--- src/sv/rvs_pkg.sv ---
`timescale 1ns / 1ps
// Package for the rotated voxel store: beat payload types, register map
// and fixed widths. No dependencies.
package rvs_pkg;

    // Register indices, decoded from paddr[3:2] (byte offsets 0x0, 0x4, 0x8)
    localparam logic [1:0] REG_DIM_X = 2'd0;
    localparam logic [1:0] REG_DIM_Y = 2'd1;
    localparam logic [1:0] REG_DIM_Z = 2'd2;

    localparam int PADDR_W = 4;
    localparam int DIM_W   = 6;
    localparam int COLOR_W = 32;
    localparam int OCC_W   = 32;

    localparam logic [DIM_W-1:0] DIM_RESET = 6'd32;

    // Orientation codes
    localparam logic [1:0] TURN_0   = 2'd0;
    localparam logic [1:0] TURN_90  = 2'd1;
    localparam logic [1:0] TURN_180 = 2'd2;
    localparam logic [1:0] TURN_270 = 2'd3;

    // Access modes
    localparam logic MODE_READ  = 1'b0;
    localparam logic MODE_WRITE = 1'b1;

    // Headroom for index math before truncation to the memory address
    localparam int ROW_CALC_W = 17;
    localparam int LIN_CALC_W = 23;

    typedef struct packed {
        logic               mode;
        logic [4:0]         rel_x;
        logic [4:0]         rel_y;
        logic [4:0]         rel_z;
        logic [1:0]         quarter_turns;
        logic [COLOR_W-1:0] write_color;
    } req_t;

    typedef struct packed {
        logic [COLOR_W-1:0] read_color;
        logic               coords_valid;
        logic               occupied;
    } rsp_t;

    typedef struct packed {
        logic [DIM_W-1:0] dim_x;
        logic [DIM_W-1:0] dim_y;
        logic [DIM_W-1:0] dim_z;
    } dims_t;

    // Status of the mapped access, index unit to top
    typedef struct packed {
        logic       valid;
        logic [4:0] lx;
    } loc_t;

endpackage

--- src/sv/rvs_addr.sv ---
`timescale 1ns / 1ps
// Index unit: rotation to local coordinates, bounds check, row and linear
// index over three register stages. Depends on rvs_pkg.
module rvs_addr #(
    parameter int MAX_X = 32,
    parameter int MAX_Y = 32,
    parameter int MAX_Z = 32,
    parameter int ROW_W = 10,
    parameter int LIN_W = 15
) (
    input  logic             clk,
    input  rvs_pkg::req_t    req,
    input  rvs_pkg::dims_t   dims,
    output logic [ROW_W-1:0] row,
    output logic [LIN_W-1:0] lin,
    output rvs_pkg::loc_t    loc
);

    logic [rvs_pkg::DIM_W-1:0] dx;
    logic [rvs_pkg::DIM_W-1:0] dy;
    logic [rvs_pkg::DIM_W-1:0] dz;
    logic signed [7:0]         dx_s;
    logic signed [7:0]         dz_s;
    logic signed [7:0]         rx_s;
    logic signed [7:0]         rz_s;
    logic signed [7:0]         lx_s;
    logic signed [7:0]         lz_s;
    logic                      in_bounds;

    // stage 1: mapped coordinates
    logic       s1_valid_reg;
    logic [4:0] s1_lx_reg;
    logic [4:0] s1_ly_reg;
    logic [5:0] s1_lz_reg;
    // stage 2: row index
    logic             s2_valid_reg;
    logic [4:0]       s2_lx_reg;
    logic [ROW_W-1:0] s2_row_reg;
    // stage 3: linear index
    logic             s3_valid_reg;
    logic [4:0]       s3_lx_reg;
    logic [ROW_W-1:0] s3_row_reg;
    logic [LIN_W-1:0] s3_lin_reg;

    logic [rvs_pkg::ROW_CALC_W-1:0] row_full;
    logic [rvs_pkg::LIN_CALC_W-1:0] lin_full;

    // dimensions saturate at the build-time maximum
    assign dx = (int'(dims.dim_x) > MAX_X) ? rvs_pkg::DIM_W'(MAX_X) : dims.dim_x;
    assign dy = (int'(dims.dim_y) > MAX_Y) ? rvs_pkg::DIM_W'(MAX_Y) : dims.dim_y;
    assign dz = (int'(dims.dim_z) > MAX_Z) ? rvs_pkg::DIM_W'(MAX_Z) : dims.dim_z;

    assign dx_s = signed'({2'b00, dx});
    assign dz_s = signed'({2'b00, dz});
    assign rx_s = signed'({3'b000, req.rel_x});
    assign rz_s = signed'({3'b000, req.rel_z});

    always_comb
    begin
        case (req.quarter_turns)
            rvs_pkg::TURN_90:
            begin
                lx_s = rz_s;
                lz_s = dz_s - rx_s - 8'sd1;
            end
            rvs_pkg::TURN_180:
            begin
                lx_s = dx_s - rx_s - 8'sd1;
                lz_s = dz_s - rz_s - 8'sd1;
            end
            rvs_pkg::TURN_270:
            begin
                lx_s = dx_s - rz_s - 8'sd1;
                lz_s = rx_s;
            end
            default:
            begin
                lx_s = rx_s;
                lz_s = rz_s;
            end
        endcase
    end

    assign in_bounds = !lx_s[7] && (lx_s < dx_s)
                    && ({1'b0, req.rel_y} < dy)
                    && !lz_s[7] && (lz_s < dz_s);

    // row = ly*dz + lz, lin = row*dx + lx
    assign row_full = rvs_pkg::ROW_CALC_W'(s1_ly_reg) * rvs_pkg::ROW_CALC_W'(dz)
                    + rvs_pkg::ROW_CALC_W'(s1_lz_reg);
    assign lin_full = rvs_pkg::LIN_CALC_W'(s2_row_reg) * rvs_pkg::LIN_CALC_W'(dx)
                    + rvs_pkg::LIN_CALC_W'(s2_lx_reg);

    always_ff @(posedge clk)
    begin
        s1_valid_reg <= in_bounds;
        s1_lx_reg    <= lx_s[4:0];
        s1_ly_reg    <= req.rel_y;
        s1_lz_reg    <= lz_s[5:0];

        s2_valid_reg <= s1_valid_reg;
        s2_lx_reg    <= s1_lx_reg;
        s2_row_reg   <= row_full[ROW_W-1:0];

        s3_valid_reg <= s2_valid_reg;
        s3_lx_reg    <= s2_lx_reg;
        s3_row_reg   <= s2_row_reg;
        s3_lin_reg   <= lin_full[LIN_W-1:0];
    end

    assign row       = s3_row_reg;
    assign lin       = s3_lin_reg;
    assign loc.valid = s3_valid_reg;
    assign loc.lx    = s3_lx_reg;

endmodule

--- config.mk ---
export PLATFORM = sky130hd
export DESIGN_NAME = rvs_addr
export DESIGN_NICKNAME = d
export VERILOG_FILES = /design/src/sv/rvs_pkg.sv /design/src/sv/rvs_addr.sv
export SDC_FILE = /design/constraint.sdc
export NUM_CORES = 1
export LEC_CHECK = 0
export CAP_MARGIN = 20
export CORE_MARGIN = 4
export CORE_UTILIZATION = 59
export DETAILED_ROUTE_END_ITERATION = 10
export DONT_BUFFER_PORTS = 1
export GPL_ROUTABILITY_DRIVEN = 1
export PLACE_DENSITY = 0.8
export RECOVER_POWER = 25
export SETUP_SLACK_MARGIN = 0.05
export SYNTH_ARGS = -nofsm -noshare
export SYNTH_HDL_FRONTEND = slang
export SYNTH_SLANG_ARGS = --single-unit
--- constraint.sdc ---
create_clock -name clk -period 4.24 [get_ports clk]
set_input_delay 0.424 -clock clk [delete_from_list [all_inputs] [get_ports clk]]
set_output_delay 0.424 -clock clk [all_outputs]
set_load 0.01 [all_outputs]
==> results of run 1 <==
-- what timing repair did --
item,in CTS,in global routing
resized for setup,0,9
endpoints found under the hold margin,0,0
endpoints found under the setup margin,0,3
-- metrics by stage --
stage | instance area (sq um) | power (W) | hold WS (ns)
2_1_floorplan | 5976 | 0.002594 | 0.3096
3_3_place_gp | 6301 | 0.002978 | 0.3099
3_5_place_dp | 6301 | 0.003072 | 0.3121
4_1_cts | 6506 | 0.003652 | 0.08501
5_1_grt | 6531 | 0.003965 | 0.08068
6_report | 6531 | 0.003631 | 0.09893
-- cells by family after synthesis --
group | Yosys count
adder cells (fa/ha/maj) | 137
AO/OA/AOI/OAI | 86
multiplexers | 12
flip-flops | 64
AND/OR/NAND/NOR | 185
XOR/XNOR | 36
buffers and inverters | 108
-- area by class of cell --
class,instances,area share
Sequential cell,64,0.1967
Multi-Input combinational cell,456,0.6500
Tap cell,129,0.02471
Clock buffer,10,0.02107
Timing Repair Buffer,40,0.04598
Clock inverter,6,0.01034
Inverter,89,0.05115
-- metal layers --
metal,vias to the layer above,routed length [um],part of all wire,global-route usage
li1,2126,-,-,-
met1,2126,5159,0.43,0.2784
met3,36,573,0.047,0.04034
met4,0,355,0.029,0.08493
met5,-,0,0,0
met2,131,6041,0.50,0.3885
-- how the worst min path moves through the flow --
stage	slack, ns	endpoint	from	depth (start not counted)
after global routing	0.08	s1_ly_reg[4]	req[43]	0
final	0.1	s1_ly_reg[4]	req[43]	0
after floorplan	0.31	s2_lx_reg[0]	s1_lx_reg[0]	0
after detailed placement	0.31	s2_lx_reg[2]	s1_lx_reg[2]	0
after global placement	0.31	s2_lx_reg[2]	s1_lx_reg[2]	0
after CTS	0.09	s1_ly_reg[2]	req[41]	0
-- power groups by stage --
| stage | clock network [W] | registers (W) | logic [W] |
|---|---|---|---|
| after detailed placement | 0 | 0.00103 | 0.00205 |
| after global routing | 0.000582 | 0.00104 | 0.00234 |
| final | 0.000547 | 0.00101 | 0.00207 |
| after global placement | 0 | 0.00102 | 0.00196 |
| after CTS | 0.000562 | 0.00101 | 0.00208 |
| after floorplan | 0 | 0.000972 | 0.00162 |
-- placed cells by master (no fill, tap or decap), types with 4 or more instances in the layout --
cell type and instances:
mux2i_1 9, a211oi_1 7, clkbuf_8 10, and2_1 31, dfxtp_1 61, buf_4 40
o21a_1 4, nand2b_1 4, a22oi_1 4, xor2_1 11, nor2_1 27, fa_1 53
inv_1 89, ha_4 11, nand2_1 80, o221ai_1 4, xnor2_1 24, nand3_1 4
nor2b_1 13, nor3_1 7, a21o_1 7, a21oi_1 16, o21ai_0 15, ha_1 73
==> flow_summary.ini, run 1 <==
[synthesis]
syn_nets = 834
synth.distinct_cells = 56
synthXorXnorAreaFrac = 0.05469
yosysMostFrequentCell = inv_1
ys.flop_type = dfxtp_1
synth.area.mux_share = 0.02148
yosys-top-cells-count = inv_1, ha_1, nand2_1, dfxtp_1, fa_1
synth-seq-cells = 64
async_reset_ff_frac = 0
synth_fa_ha_area_frac = 0.3663
yosys-top-cells-area = dfxtp_1, fa_1, ha_1
postSynthAreaPerCell_sq_um = 9.181
syn_area_sq_um = 5766
synth.top_cell.area_share = 0.2222
synth_warnings = 0
synth-edff-count = 0
synth_top_family_by_area = adder cells
synth-simple-area-share = 0.1554
ys_seq_area_frac = 0.2222
yosysTopAreaCell = dfxtp_1
synth_compound_area_frac = 0.1057
synthCells = 628

[sta]
setup_violations = 0
final_hold_viol_count = 0
worst_pin_slew_ns = 0.6509
worst_slack_ns = 0.1855
period_minus_slack_ns = 4.055
drv_slew = 0
rsz0062_at_grt = false
tns_ns = 0
maxSlewHeadroom = 0.5661
post-route-period-util = 0.9563
timing.fmax_ghz = 0.2466
fin_skew_ns = 0.01132

[clock_tree]
clockRootBuffer = clkbuf_8
clk_latency_ns = 0.35
h-tree-depth = 3
cts_setup_buffers = 0
ctsHoldBuffers = 0
clockBufferDepth = 2
cts.reportedPaths.clkPinSlew_ns = 0.08
cts_num_sinks = 64
cts_tree = done
cts_inserted_buffers = 9

[job]
max_cap_viol_count = 0

[place]
pre_cts_ws_ns = -0.1647
dp.cells = 778
routabilityCongestion = 0.8633
hpwl_um = 9927
port_buffers = 0

[power_and_ir_drop]
seqPwrFrac = 0.279
power_frac_comb = 0.570
p_sw_frac = 0.4098
ir_worst_vdd_uv = 294.0
p_clk_frac = 0.151
p_leak_nw = 3.137
p_int_w = 0.002143
power_density_nw_per_um2 = 555.9
p_switching_w = 0.001488

[setup_path]
critical_path.top_delay_family = adder cells
critical_path.startpoint = s2_row_reg[1]
crit_path_top_delay_cell = fa_1
critPathCaptureType = flip-flop
worst-path-buf-inv = 3
reg2reg_slack_ns = 0.19
path_cells = nand2_1 -> fa_1 -> inv_1 -> ha_1 -> ha_1 -> inv_1 -> fa_1 -> inv_1 -> ha_1 -> a21oi_1 -> o2111ai_1 -> a221o_1 -> a21o_1 -> a21oi_2 -> xnor2_1
worstPathMaxFanout = 7
reg2reg_to = lin[13]
reg2regPathDepth = 15
worstSetupStartpointType = flip-flop
reg2reg_from = s2_row_reg[1]
cp.depth = 15
endpoint = lin[13]
critPathMaxStageDelay_ns = 0.56
cp.arrival_ns = 4.34
worstSetupPathType = flip-flop to flip-flop
worstPathRequired_ns = 4.53

[finish]
fin_nets = 866
largest_reg_flops = 15
drive_gt1_frac = 0.1308
utilization = 0.6969
synthToLayoutAreaGrowth_pct = 13.28
nFillCells = 688
multi_input_area_sq_um = 4245
regArea_sq_um = 1285
stdcell_count = 794
diodes = 0

[drt]
ant_nets = 0
totalWireLength_um = 12130
routedWlPerCell_um = 15.28
vias = 4419
vias_per_cell = 5.565
first_pass_iters = 5
drcViolationCount = 0
first_iter_violations = 264

[floorplan]
fp.dieW_um = 106.9
die_h_um = 106.9
initial_core_util = 0.6152
die-area_sq_um = 11420
core_area_sq_um = 9371
io_pins = 100
num_rows = 35

[run_status]
status = finished, final reports clean

[global_route]
antenna_found_initial = 0
grt_max_degree = 22
grt_pass1_wl_um = 20670
grt_use_total = 0.2243
grt_pass1_vias = 4524
grt_overflow_total = 0

[min_path]
min_path_type = input port to flip-flop
(Power assumes the default switching activity.)
==> run 2: changes to the inputs <==
--- a/config.mk
+++ b/config.mk
@@ -6,7 +6,7 @@
 export NUM_CORES = 1
 export LEC_CHECK = 0
 export CAP_MARGIN = 20
-export CORE_MARGIN = 4
+export CORE_MARGIN = 10
 export CORE_UTILIZATION = 59
 export DETAILED_ROUTE_END_ITERATION = 10
 export DONT_BUFFER_PORTS = 1
==> run 2 against run 1 <==
  * Maximum frequency increased by 1.5%
  * Via count fell by 0.27%
  * Critical endpoint unchanged
  * First-iteration DRC count rose by 1.1%
  * Largest cell class unchanged
  * Non-clock buffer count shrank 1
  * Largest power group unchanged
  * Final area rose by 0.13%
  * Sequential power about the same
==> flow_summary.ini, run 2 (synthesized netlist as in run 1, its figures left out) <==
[floorplan]
io_pins = 100
core_area_sq_um = 9639
fp.dieW_um = 118.9
num_rows = 36
initial_core_util = 0.5981
die_h_um = 118.9
die-area_sq_um = 14130

[setup_path]
worstSetupPathType = flip-flop to flip-flop
worstSetupStartpointType = flip-flop
crit_path_top_delay_cell = fa_1
critPathCaptureType = flip-flop
worstPathRequired_ns = 4.52
critPathMaxStageDelay_ns = 0.55
critical_path.top_delay_family = adder cells
cp.arrival_ns = 4.27
worstPathMaxFanout = 7
path_cells = nand2_1 -> fa_1 -> inv_1 -> ha_1 -> ha_1 -> inv_1 -> fa_1 -> inv_1 -> ha_1 -> a21oi_1 -> o2111ai_1 -> a221o_1 -> a21o_1 -> a21oi_2 -> xnor2_1
worst-path-buf-inv = 3

[drt]
routedWlPerCell_um = 15.66
first_pass_iters = 5
totalWireLength_um = 12490
vias = 4407
vias_per_cell = 5.529
drcViolationCount = 0
ant_nets = 0
first_iter_violations = 267

[sta]
period_minus_slack_ns = 3.996
worst_pin_slew_ns = 0.6585
timing.fmax_ghz = 0.2503
setup_violations = 0
post-route-period-util = 0.9424
drv_slew = 0
maxSlewHeadroom = 0.5610
rsz0062_at_grt = true
fin_skew_ns = 0.01906
final_hold_viol_count = 0

[min_path]
min_path_type = input port to flip-flop

[job]
max_cap_viol_count = 0

[global_route]
grt_pass1_wl_um = 21100
grt_overflow_total = 0
grt_max_degree = 22
antenna_found_initial = 0
grt_pass1_vias = 4543
grt_use_total = 0.1773

[finish]
layout_common_cells = inv_1, nand2_1, ha_1
drive_gt1_frac = 0.1265
diodes = 0
largest_reg_flops = 15
post-route-cell-area_sq_um = 6540
layout_commonest_cell = inv_1
synthToLayoutAreaGrowth_pct = 13.43
stdcell_count = 797
fin_nets = 865

[clock_tree]
cts_tree = done
cts_inserted_buffers = 9
clockBufferDepth = 2
clockRootBuffer = clkbuf_8
cts_num_sinks = 64
h-tree-depth = 3
cts.reportedPaths.clkPinSlew_ns = 0.08
cts_setup_buffers = 0
clk_latency_ns = 0.35

[place]
routabilityCongestion = 0.8668
dp.cells = 781
port_buffers = 0
placed_area_sq_um = 6299
hpwl_um = 10210

[power_and_ir_drop]
power_density_nw_per_um2 = 570.9
ir_worst_vdd_uv = 330.7
p_leak_nw = 3.136

[run_status]
status = finished, final reports clean
[run 2: worst paths after layout]
check	start	to	slack, ns	cells past startpoint
setup / recovery	s2_row_reg[1]	lin[13]	0.24	15
hold / removal	req[39]	s1_ly_reg[0]	0.1	0
setup reg to reg	s2_row_reg[1]	lin[13]	0.24	15
hold reg to reg	s1_lx_reg[4]	s2_lx_reg[4]	0.33	0
[run 2: what timing repair did]
action	in CTS	in global routing
endpoints found under the setup margin	0	3
resized for setup	0	7
hold buffers	0	0
hold endpoints to repair	0	0
[run 2: final cells by class]
type / count / area (sq um)
flip-flops and latches: 64 / 1287
well taps: 133 / 166.4
fillers: 787 / 3099
clock inverters: 7 / 102.6
multi-input cells: 456 / 4233
repair buffers: 39 / 292.8
inverters: 89 / 334.1
clock buffers: 9 / 123.9
[run 2: through the flow]
step	setup slack, ns	hold WS (ns)	total power, W	setup TNS [ns]	utilization
final	0.2444	0.09916	0.003734	0	0.6785
after global routing	0.01798	0.08763	0.004080	0	0.6785
after CTS	0.1991	0.08738	0.003752	0	0.6769
after detailed placement	-0.06360	0.3128	0.003099	-0.1335	0.6534
after global placement	-0.01464	0.3106	0.002993	-0.01464	0.6534
after floorplan	0.05117	0.3096	0.002594	0	-
[run 2: power by group]
part / switching [W] / internal (W)
clock: 0.000267 / 0.000337
sequential: 0.000200 / 0.000821
combinational: 0.00106 / 0.00105
total: 0.00153 / 0.00221
[run 2: worst reg2reg max path: stages, from the launching register on]
cell and delay [ns]:
dfxtp_1 0.47, nand2_1 0.12, fa_1 0.55, inv_1 0.04, ha_1 0.27, ha_1 0.28, inv_1 0.05, fa_1 0.49
inv_1 0.05, ha_1 0.31, a21oi_1 0.28, o2111ai_1 0.21, a221o_1 0.37, a21o_1 0.18, a21oi_2 0.15, xnor2_1 0.12
[run 2: layer usage]
| metal | routed length, um | global-route usage |
|---|---|---|
| met1 | 5209 | 0.2140 |
| met2 | 6305 | 0.3112 |
| met3 | 774 | 0.03921 |
| met4 | 195 | 0.04885 |
| met5 | 0 | 0 |
