**src/sv/rvs_pkg.sv**
```systemverilog
`timescale 1ns / 1ps
// Package for the rotated voxel store: beat payload types, register map
// and fixed widths. No dependencies.
package rvs_pkg;

    // Register indices, decoded from paddr[3:2] (byte offsets 0x0, 0x4, 0x8)
    localparam logic [1:0] REG_DIM_X = 2'd0;
    localparam logic [1:0] REG_DIM_Y = 2'd1;
    localparam logic [1:0] REG_DIM_Z = 2'd2;

    localparam int PADDR_W = 4;
    localparam int DIM_W   = 6;
    localparam int COLOR_W = 32;
    localparam int OCC_W   = 32;

    localparam logic [DIM_W-1:0] DIM_RESET = 6'd32;

    // Orientation codes
    localparam logic [1:0] TURN_0   = 2'd0;
    localparam logic [1:0] TURN_90  = 2'd1;
    localparam logic [1:0] TURN_180 = 2'd2;
    localparam logic [1:0] TURN_270 = 2'd3;

    // Access modes
    localparam logic MODE_READ  = 1'b0;
    localparam logic MODE_WRITE = 1'b1;

    // Headroom for index math before truncation to the memory address
    localparam int ROW_CALC_W = 17;
    localparam int LIN_CALC_W = 23;

    typedef struct packed {
        logic               mode;
        logic [4:0]         rel_x;
        logic [4:0]         rel_y;
        logic [4:0]         rel_z;
        logic [1:0]         quarter_turns;
        logic [COLOR_W-1:0] write_color;
    } req_t;

    typedef struct packed {
        logic [COLOR_W-1:0] read_color;
        logic               coords_valid;
        logic               occupied;
    } rsp_t;

    typedef struct packed {
        logic [DIM_W-1:0] dim_x;
        logic [DIM_W-1:0] dim_y;
        logic [DIM_W-1:0] dim_z;
    } dims_t;

    // Status of the mapped access, index unit to top
    typedef struct packed {
        logic       valid;
        logic [4:0] lx;
    } loc_t;

endpackage

```
**src/sv/rvs_cfg.sv**
```systemverilog
`timescale 1ns / 1ps
// APB-style register block holding the three voxel dimensions.
// Depends on rvs_pkg.
module rvs_cfg (
    input  logic                         clk,
    input  logic                         rst_n,
    input  logic                         psel,
    input  logic                         penable,
    input  logic                         pwrite,
    input  logic [rvs_pkg::PADDR_W-1:0]  paddr,
    input  logic [31:0]                  pwdata,
    output logic [31:0]                  prdata,
    output logic                         pready,
    output rvs_pkg::dims_t               dims
);

    rvs_pkg::dims_t dims_reg;
    rvs_pkg::dims_t dims_next;
    logic           wr_en;

    assign pready = 1'b1;
    assign wr_en  = psel && penable && pwrite;
    assign dims   = dims_reg;

    always_comb
    begin
        dims_next = dims_reg;
        if (wr_en)
        begin
            unique case (paddr[3:2])
                rvs_pkg::REG_DIM_X: dims_next.dim_x = pwdata[rvs_pkg::DIM_W-1:0];
                rvs_pkg::REG_DIM_Y: dims_next.dim_y = pwdata[rvs_pkg::DIM_W-1:0];
                rvs_pkg::REG_DIM_Z: dims_next.dim_z = pwdata[rvs_pkg::DIM_W-1:0];
                default:            dims_next = dims_reg;
            endcase
        end
    end

    always_ff @(posedge clk or negedge rst_n)
    begin
        if (!rst_n)
        begin
            dims_reg.dim_x <= rvs_pkg::DIM_RESET;
            dims_reg.dim_y <= rvs_pkg::DIM_RESET;
            dims_reg.dim_z <= rvs_pkg::DIM_RESET;
        end
        else
        begin
            dims_reg <= dims_next;
        end
    end

    always_comb
    begin
        unique case (paddr[3:2])
            rvs_pkg::REG_DIM_X: prdata = {26'd0, dims_reg.dim_x};
            rvs_pkg::REG_DIM_Y: prdata = {26'd0, dims_reg.dim_y};
            rvs_pkg::REG_DIM_Z: prdata = {26'd0, dims_reg.dim_z};
            default:            prdata = 32'd0;
        endcase
    end

endmodule

```
**config.mk**
```make
export PLATFORM = sky130hd
export DESIGN_NAME = rvs_cfg
export DESIGN_NICKNAME = d
export VERILOG_FILES = /design/src/sv/rvs_pkg.sv /design/src/sv/rvs_cfg.sv
export SDC_FILE = /design/constraint.sdc
export NUM_CORES = 1
export LEC_CHECK = 0
export BUFFER_PORTS_ARGS = -buffer_cell sky130_fd_sc_hd__buf_2
export CAP_MARGIN = 20
export CELL_PAD_IN_SITES_DETAIL_PLACEMENT = 2
export CELL_PAD_IN_SITES_GLOBAL_PLACEMENT = 2
export CORE_AREA = 2 2 77 79
export DETAILED_ROUTE_END_ITERATION = 7
export DIE_AREA = 0 0 79 81
export PLACE_DENSITY = 0.88
export RECOVER_POWER = 25
export SLEW_MARGIN = 10
export SYNTH_ARGS = -nofsm -noshare
export SYNTH_HDL_FRONTEND = slang
export SYNTH_SLANG_ARGS = --single-unit
export TNS_END_PERCENT = 1
```
**constraint.sdc**
```tcl
create_clock -name clk -period 1.1 [get_ports clk]
set_clock_uncertainty 0.05 [all_clocks]
set_input_delay 0.22 -clock clk [delete_from_list [all_inputs] [get_ports clk]]
set_output_delay 0.22 -clock clk [all_outputs]
set_load 0.01 [all_outputs]
```
==> results of run 1 <==
cell usage in the layout (no fill, tap or decap), drive strengths merged, types with 3 or more instances in the layout:
cell | Yosys | layout
nand2 | 6 | 6
conb | 2 | 27
mux2 | 18 | 18
mux2i | 6 | 6
dfstp | 3 | 3
o21ai | 6 | 6
clkbuf | 0 | 6
dfrtp | 15 | 15
buf | 29 | 50
metrics by stage:
step | util, % | setup slack [ns] | cell area, um^2
after floorplan | - | -0.182 | 1170
after global placement | 23.5 | -0.307 | 1340
after detailed placement | 23.5 | -0.350 | 1340
after CTS | 26.0 | -0.286 | 1480
after global routing | 26.2 | -0.363 | 1490
final | 26.2 | -0.270 | 1490
repair_timing:
item / 4_1_cts / 5_1_grt
hold buffers: 1 / 0
endpoints found under the setup margin: 28 / 36
gates cloned: 0 / 0
resized for setup: 18 / 6
endpoints found under the hold margin: 15 / 0
power groups by stage:
stage / registers [uW] / clock network (uW) / logic (uW)
after CTS: 969 / 576 / 891
after detailed placement: 968 / 0 / 782
after global placement: 951 / 0 / 762
final: 966 / 555 / 894
after floorplan: 1030 / 0 / 382
after global routing: 993 / 612 / 971
how the worst min path moves through the flow:
stage	startpoint	depth (start not counted)	slack (ns)	endpoint
after global routing	pwdata[3]	2	0.17	dims[9]$_DFFE_PN0P_
after floorplan	rst_n	0	-0.13	dims[0]$_DFFE_PN0P_
after detailed placement	rst_n	1	0.14	dims[10]$_DFFE_PN0P_
after CTS	pwdata[2]	2	0.17	dims[8]$_DFFE_PN0P_
final	pwdata[2]	2	0.17	dims[8]$_DFFE_PN0P_
after global placement	rst_n	1	0.12	dims[10]$_DFFE_PN0P_
routing by layer:
metal,wire length [um],vias up
met3,207,4
li1,-,353
met1,1240,395
met4,27,0
met2,1590,36
met5,0,-
logic make-up (layout without fill, tap and decap cells):
family                 after synthesis  after routing  share of synthesized area, %
multiplexers                        24             24                          26.7
AO/OA/AOI/OAI                        6              6                          2.81
flip-flops                          18             18                          42.6
buffers and inverters               29             57                          21.1
other                                2             27                         0.704
AND/OR/NAND/NOR                     11             11                          6.10
final cells by class:
type                            instances  area share (%)
Multi-Input combinational cell         68            33.6
Sequential cell                        18            30.5
Tap cell                               75            6.31
Timing Repair Buffer                   53            25.8
Clock buffer                            4            3.70
critical path, cell delays in order, from the launching register on:
cell	delay [ns]
dfstp_2	0.53
mux2i_1	0.06
o21ai_1	0.10
buf_2	0.14
==> flow_metrics.py, run 1 <==
metrics = {
    "cells_and_area": {
        "fill_cells": 657,
        "multi_input_area_um2": 500,
        "layout.nets": 185,
        "regArea_um2": 454,
        "instances_no_fill": 218,
        "largest_reg_flops": 18,
        "diodes": 0,
        "synthToLayoutAreaGrowth_pct": 39.4,
        "drive_gt1_share_pct": 56.6,
    },
    "setup_path": {
        "worst-setup-path-type": "reg -> out",
        "worstReg2RegEnd": "dims[7]$_DFFE_PN0P_",
        "timing.rr.start": "dims[7]$_DFFE_PN0P_",
        "end_kind": "output port",
        "startpoint_type": "register",
        "startpoint": "dims[11]$_DFFE_PN1P_",
        "crit_fanout": 2,
        "rr_worst_depth": 2,
        "cp.required_ns": 0.83,
        "crit_arrival_ns": 1.10,
        "r2r_setup_slack_ns": 0.16,
        "crit_end": "prdata[5]",
    },
    "logic_synthesis": {
        "synth_common_cells": "buf_4 (27), dfrtp_1 (15), mux2_2 (12)",
        "syn_area_per_cell_um2": 11.9,
        "synthFlopType": "dfrtp_1",
        "synth_top_area_cell": "dfrtp_1",
        "synth-seq-area-share_pct": 42.6,
        "synth_most_common_cell": "buf_4",
        "synth_area_mm2": 0.00107,
        "ys_seq_elements": 18,
        "synthArstFlopShare_pct": 100,
        "synth.top_cell.area_share_pct": 35.2,
        "synth_area_leaders": "dfrtp_1 (35%), buf_4 (19%), mux2_2 (13%)",
        "synthCells": 90,
        "synth_cell_types": 15,
        "ys.warnings.count": 0,
        "synth_edf_count": 0,
    },
    "power": {
        "power_density_mw_per_mm2": 1620,
        "netSwitchingPower_uw": 757,
        "seq_power_share_pct": 40.0,
        "power.leakage_uw": 0.000760,
        "p_int_uw": 1660,
        "ir_drop_uv": 372,
        "switching_share_pct": 31.3,
        "pwr-share-clk_pct": 23.0,
        "fin_total_pwr_uw": 2420,
        "p_comb_share_pct": 37.0,
    },
    "min_path": {
        "worstHoldPathType": "in -> reg",
    },
    "timing": {
        "fin_setup_tns_ns": -2.08,
        "setup_slack_ns": -0.270,
        "holdWs_ns": 0.168,
        "rsz0062_at_grt": "true",
        "setup_viol": 18,
        "period_needed_ns": 1.37,
        "hold_viol_final": 0,
        "maxSlewViolCount": 0,
        "min_period_over_period_pct": 125,
        "max_freq_ghz": 0.730,
    },
    "global_routing": {
        "grtUsageMet1_pct": 11.2,
        "grtUsageTotal_pct": 9.79,
        "grt_pass1_vias": 896,
        "grt_overflow_total": 0,
        "grt_pass1_wl_um": 4670,
        "top_usage_layer": "met2",
        "met2_usage_pct": 17.3,
        "met3_usage_pct": 2.67,
        "antenna_found_initial": 0,
        "grt_max_degree": 19,
    },
    "floorplan": {
        "die_h_um": 81,
        "core-area_mm2": 0.00568,
        "start_util_pct": 18.8,
        "die_w_um": 79,
        "pin_count": 92,
        "num_rows": 28,
        "die_area_mm2": 0.00640,
    },
    "clock_network": {
        "ctsLongestPathBuffers": 2,
        "htree_num_levels": 1,
        "clock_latency_ns": 0.26,
        "clock_sinks": 18,
        "cts.clk_slew.worst_paths_ns": 0.07,
        "numCtsBuffers": 3,
        "cts_tree": "done",
        "ctsRootBufferMaster": "clkbuf_8",
        "post_cts_buffers": 0,
    },
    "place": {
        "placedCellCount": 213,
        "dpl.hpwl_um": 2440,
        "gp_congestion": 0.710,
        "portBuffers": 36,
    },
    "detailed_routing": {
        "drtIter0Drc": 34,
        "wl_per_cell_um": 14.0,
        "vias_per_cell": 3.61,
        "drc_errors": 0,
        "drt_first_pass_iters": 2,
        "postRouteAntennaNets": 0,
        "vias": 788,
        "routed_wl_um": 3060,
    },
    "flow_run": {
        "max_cap_violations": 0,
    },
    "status": {
        "outcome": "finished with violations",
        "violations": "setup timing",
    },
}
No activity file was read; power rests on OpenSTA's default activity.
==> run 2, diff against run 1 <==
Settings changed: REMOVE_ABC_BUFFERS from default to 1.
==> run 2 against run 1 <==
Critical endpoint unchanged. The flow still finishes with violations (setup timing). Global-route usage decreased by 0.49 points. First-iteration DRC count decreased by 24%. Design area increased by 1.6%. Critical path type unchanged. Via count rose by 0.51%.
==> flow_metrics.py, run 2 (synthesis results as in run 1) <==
metrics = {
    "detailed_routing": {
        "routed_wl_um": 2940,
        "drt_first_pass_iters": 2,
        "vias_per_cell": 3.60,
        "drc_errors": 0,
        "wl_per_cell_um": 13.4,
        "vias": 792,
        "postRouteAntennaNets": 0,
        "drtIter0Drc": 26,
    },
    "setup_path": {
        "crit_fanout": 2,
        "rr_worst_depth": 2,
        "crit_arrival_ns": 1.12,
        "cp.required_ns": 0.83,
        "end_kind": "output port",
        "worst-setup-path-type": "reg -> out",
        "startpoint_type": "register",
    },
    "global_routing": {
        "grt_max_degree": 19,
        "grt_pass1_vias": 811,
        "grt_overflow_total": 0,
        "grt_pass1_wl_um": 4410,
        "antenna_found_initial": 0,
        "grtUsageTotal_pct": 9.30,
    },
    "status": {
        "violations": "setup timing",
        "outcome": "finished with violations",
    },
    "floorplan": {
        "die_h_um": 81,
        "num_rows": 28,
        "die_w_um": 79,
        "core-area_mm2": 0.00568,
        "pin_count": 92,
        "die_area_mm2": 0.00640,
        "start_util_pct": 18.8,
    },
    "clock_network": {
        "clock_latency_ns": 0.26,
        "ctsRootBufferMaster": "clkbuf_8",
        "ctsLongestPathBuffers": 2,
        "cts.clk_slew.worst_paths_ns": 0.07,
        "cts_tree": "done",
        "numCtsBuffers": 3,
        "post_cts_buffers": 0,
        "clock_sinks": 18,
        "htree_num_levels": 1,
    },
    "timing": {
        "setup_slack_ns": -0.290,
        "period_needed_ns": 1.39,
        "setup_viol": 21,
        "min_period_over_period_pct": 126,
        "max_freq_ghz": 0.720,
        "maxSlewViolCount": 0,
        "rsz0062_at_grt": "true",
        "holdWs_ns": 0.177,
        "hold_viol_final": 0,
    },
    "min_path": {
        "worstHoldPathType": "in -> reg",
        "hold_path_depth": 2,
    },
    "place": {
        "place_area_mm2": 0.00135,
        "dpl.hpwl_um": 2350,
        "portBuffers": 36,
        "gp_congestion": 0.697,
    },
    "cells_and_area": {
        "diodes": 0,
        "final_common_cell": "conb_1",
        "fin_area_mm2": 0.00151,
        "utilization_pct": 26.6,
        "fill_cells": 651,
        "largest_reg_flops": 18,
        "mostFrequentLayoutCells": "conb_1 (27), buf_2 (24), dfrtp_1 (15), buf_6 (15), buf_4 (14)",
        "drive_gt1_share_pct": 57.2,
        "layout.nets": 187,
        "synthToLayoutAreaGrowth_pct": 41.6,
    },
    "power": {
        "power.leakage_uw": 0.000777,
        "power_density_mw_per_mm2": 1580,
        "ir_drop_uv": 375,
    },
    "flow_run": {
        "max_cap_violations": 0,
    },
}
-- run 2: what timing repair did --
action,CTS,global route
hold buffers,1,0
endpoints found under the setup margin,31,39
endpoints found under the hold margin,15,0
gates resized for setup,18,12
cloned,0,0
pin swaps,1,0
-- run 2: per-stage QoR --
| step | setup WS [ns] | total power (uW) | std cells | setup TNS [ns] |
|---|---|---|---|---|
| floorplan | -0.278 | 1320 | 86 | -2.91 |
| global placement | -0.374 | 1730 | 215 | -6.82 |
| detailed placement | -0.402 | 1760 | 215 | -7.54 |
| CTS | -0.302 | 2380 | 220 | -2.55 |
| global route | -0.362 | 2550 | 220 | -3.29 |
| finish | -0.290 | 2390 | 220 | -2.06 |
-- run 2: per-layer routing --
| layer | GRT usage [%] | share of wire, % |
|---|---|---|
| met1 | 9.54 | 37 |
| met2 | 17.8 | 54 |
| met3 | 2.00 | 7.1 |
| met4 | 4.66 | 2.1 |
| met5 | 0 | 0 |
-- run 2: worst max-delay path: stages, from the launching register on --
cell     delay, ns
dfstp_2       0.54
mux2i_1       0.06
o21ai_1       0.12
buf_2         0.14
-- run 2: layout make-up --
type / count / area [um^2] / area share [%]
tap: 75 / 93.8 / 6.21
timing repair buffer: 55 / 409 / 27.1
clock buffer: 4 / 45.0 / 2.98
sequential: 18 / 454 / 30.0
multi-input combinational: 68 / 509 / 33.7
-- run 2: where the power goes --
group	total, uW	internal (uW)	switching (uW)
combinational	930	534	396
clock	492	258	235
sequential	967	836	131
total	2390	1630	761
-- run 2: worst paths after layout --
path	start	end	slack, ns
max in group asynchronous	rst_n	dims[11]$_DFFE_PN1P_	0.27
worst min register to register	dims[15]$_DFFE_PN0P_	dims[15]$_DFFE_PN0P_	0.49
worst max-delay path	dims[17]$_DFFE_PN1P_	prdata[5]	-0.29
worst max register to register	dims[7]$_DFFE_PN0P_	dims[7]$_DFFE_PN0P_	0.16
worst min-delay path	pwdata[5]	dims[11]$_DFFE_PN1P_	0.18
min in group asynchronous	rst_n	dims[7]$_DFFE_PN0P_	0.39
==> run 3, diff against run 2 <==
--- a/config.mk
+++ b/config.mk
@@ -14,2 +14,3 @@
 export DIE_AREA = 0 0 79 81
+export MAX_ROUTING_LAYER = met4
 export PLACE_DENSITY = 0.88
@@ -21,2 +22,2 @@
 export SYNTH_SLANG_ARGS = --single-unit
-export TNS_END_PERCENT = 1
+export TNS_END_PERCENT = 10
==> constraint.sdc (replaced) <==
create_clock -name clk -period 1.1 [get_ports clk]
set_clock_uncertainty 0.05 [all_clocks]
set_input_delay 0 -clock clk [delete_from_list [all_inputs] [get_ports clk]]
set_output_delay 0 -clock clk [all_outputs]
set_load 0.01 [all_outputs]
==> run 3 against run 2 <==
The run still ends with setup timing left. Power fell by 5.6%. Core utilization fell by 1.4 points. Maximum frequency rose by 20%. Highest routed layer unchanged. Critical path depth did not move. Non-clock buffer count did not move. Via count fell by 1.4%. Register-to-register slack improved by 0.06 ns. Critical path type unchanged. First-iteration DRC count fell by 15%. Sequential power fell by 1%. Largest cell class unchanged. Die area did not move. Design area fell by 5.3%.
==> flow_metrics.py, run 3 (synthesis results as in run 1) <==
metrics = {
    "status": {
        "outcome": "finished with violations",
        "violations": "setup timing",
    },
    "setup_path": {
        "worst-setup-path-type": "reg -> out",
        "crit_arrival_ns": 1.11,
        "crit_fanout": 2,
        "end_kind": "output port",
        "cp_slowest_stage_delay_ns": 0.54,
        "worstReg2RegEnd": "dims[11]$_DFFE_PN1P_",
        "rr_worst_depth": 2,
        "r2r_setup_slack_ns": 0.22,
        "crit_chain": "mux2i_1, o21ai_1, buf_2",
        "startpoint_type": "register",
        "timing.rr.start": "dims[11]$_DFFE_PN1P_",
        "startpoint": "dims[11]$_DFFE_PN1P_",
        "cp_slowest_cell": "dfstp_2",
        "cp.required_ns": 1.05,
    },
    "power": {
        "seq_power_share_pct": 42.3,
        "power.leakage_uw": 0.000742,
        "power_density_mw_per_mm2": 1580,
        "switching_share_pct": 31.5,
        "ir_drop_uv": 404,
        "pwr-share-clk_pct": 24.3,
        "p_comb_share_pct": 33.3,
        "p_int_uw": 1550,
        "netSwitchingPower_uw": 710,
    },
    "place": {
        "dpl.hpwl_um": 2300,
        "gp_congestion": 0.705,
        "placedCellCount": 207,
        "portBuffers": 36,
    },
    "global_routing": {
        "grtUsageTotal_pct": 9.44,
        "grt_pass1_wl_um": 4430,
        "grt_pass1_vias": 849,
        "antenna_found_initial": 0,
        "grt_overflow_total": 0,
        "grt_max_degree": 19,
    },
    "timing": {
        "fin_setup_tns_ns": -0.0596,
        "min_period_over_period_pct": 105,
        "hold_viol_final": 0,
        "setup_viol": 1,
        "setup_slack_ns": -0.0596,
        "max_freq_ghz": 0.862,
        "period_needed_ns": 1.16,
        "rsz0062_at_grt": "true",
        "maxSlewViolCount": 0,
    },
    "clock_network": {
        "htree_num_levels": 1,
        "numCtsBuffers": 3,
        "clock_latency_ns": 0.25,
        "clock_sinks": 18,
        "ctsRootBufferMaster": "clkbuf_8",
        "cts_tree": "done",
        "ctsLongestPathBuffers": 2,
        "cts.clk_slew.worst_paths_ns": 0.07,
    },
    "detailed_routing": {
        "drt_first_pass_iters": 2,
        "routed_wl_um": 2750,
        "vias": 781,
        "vias_per_cell": 3.55,
        "drc_errors": 0,
        "wl_per_cell_um": 12.5,
        "drtIter0Drc": 22,
        "postRouteAntennaNets": 0,
    },
    "cells_and_area": {
        "diodes": 0,
        "drive_gt1_share_pct": 51.7,
        "mostFrequentLayoutCells": "buf_2 (34), conb_1 (27), dfrtp_1 (15), mux2_2 (12), buf_4 (12)",
        "synthToLayoutAreaGrowth_pct": 34.1,
        "instances_no_fill": 220,
        "layout.nets": 187,
        "largest_reg_flops": 18,
        "final_common_cell": "buf_2",
    },
    "min_path": {
        "worstHoldPathType": "in -> async",
    },
    "floorplan": {
        "core-area_mm2": 0.00568,
        "die_w_um": 79,
        "num_rows": 28,
        "start_util_pct": 18.8,
        "die_h_um": 81,
        "pin_count": 92,
        "die_area_mm2": 0.00640,
    },
    "flow_run": {
        "max_cap_violations": 0,
    },
}
[run 3: cell types whose count changed in the layout (fill, tap and decap cells not counted), moves of 2 or more]
cell and change:
buf_4 -2, dlygate4sd3_1 +6, buf_2 +10, buf_6 -14
[run 3: final cells by class]
| type | instances | area (um^2) |
|---|---|---|
| flip-flops and latches | 18 | 454 |
| fillers | 667 | 4240 |
| multi-input cells | 68 | 482 |
| repair buffers | 55 | 347 |
| clock buffers | 4 | 55.1 |
| well taps | 75 | 93.8 |
[run 3: timing repair]
| action | 4_1_cts | 5_1_grt |
|---|---|---|
| buffers inserted | 2 | 0 |
| setup endpoints to repair | 4 | 7 |
| gates resized for setup | 4 | 3 |
| hold buffers | 7 | 0 |
| pin swaps | 1 | 1 |
| hold endpoints to repair | 36 | 0 |
[run 3: worst max path at each step]
stage	endpoint	slack, ns	depth (start not counted)
floorplan	dims[10]$_DFFE_PN0P_	-0.06	3
finish	prdata[5]	-0.06	3
CTS	prdata[5]	-0.1	3
detailed placement	dims[10]$_DFFE_PN0P_	-0.18	4
global placement	dims[10]$_DFFE_PN0P_	-0.15	4
global route	prdata[5]	-0.14	3
[run 3: critical path: cells and delay by family (launching register included)]
kind,cells,cell delay [ns]
buf+inv,1,0.14
mux,1,0.06
flops,1,0.54
compound gates,1,0.12
[run 3: power by group through the flow]
stage	Sequential (uW)	Clock (uW)	Combinational, uW
2_1_floorplan	1030	0	296
3_3_place_gp	966	0	683
3_5_place_dp	976	0	699
4_1_cts	960	561	755
5_1_grt	988	607	825
6_report	954	549	752
[run 3: per-layer routing]
| metal | GRT usage, % | routed length, um | vias to the layer above |
|---|---|---|---|
| met4 | 4.14 | 53 | 0 |
| met3 | 1.44 | 139 | 5 |
| li1 | - | - | 357 |
| met2 | 17.6 | 1520 | 34 |
| met1 | 9.86 | 1040 | 385 |
| met5 | - | 0 | - |
[run 3: metrics by stage]
stage               util, %  power, uW  area [um^2]  hold slack (ns)  worst slack [ns]
floorplan                 -       1320          936           -0.346           -0.0583
global placement       22.6       1650         1280           -0.106            -0.150
detailed placement     22.6       1670         1280          -0.0865            -0.185
CTS                    25.1       2280         1430            0.186           -0.0956
global route           25.2       2420         1430            0.222            -0.135
finish                 25.2       2250         1430            0.176           -0.0596
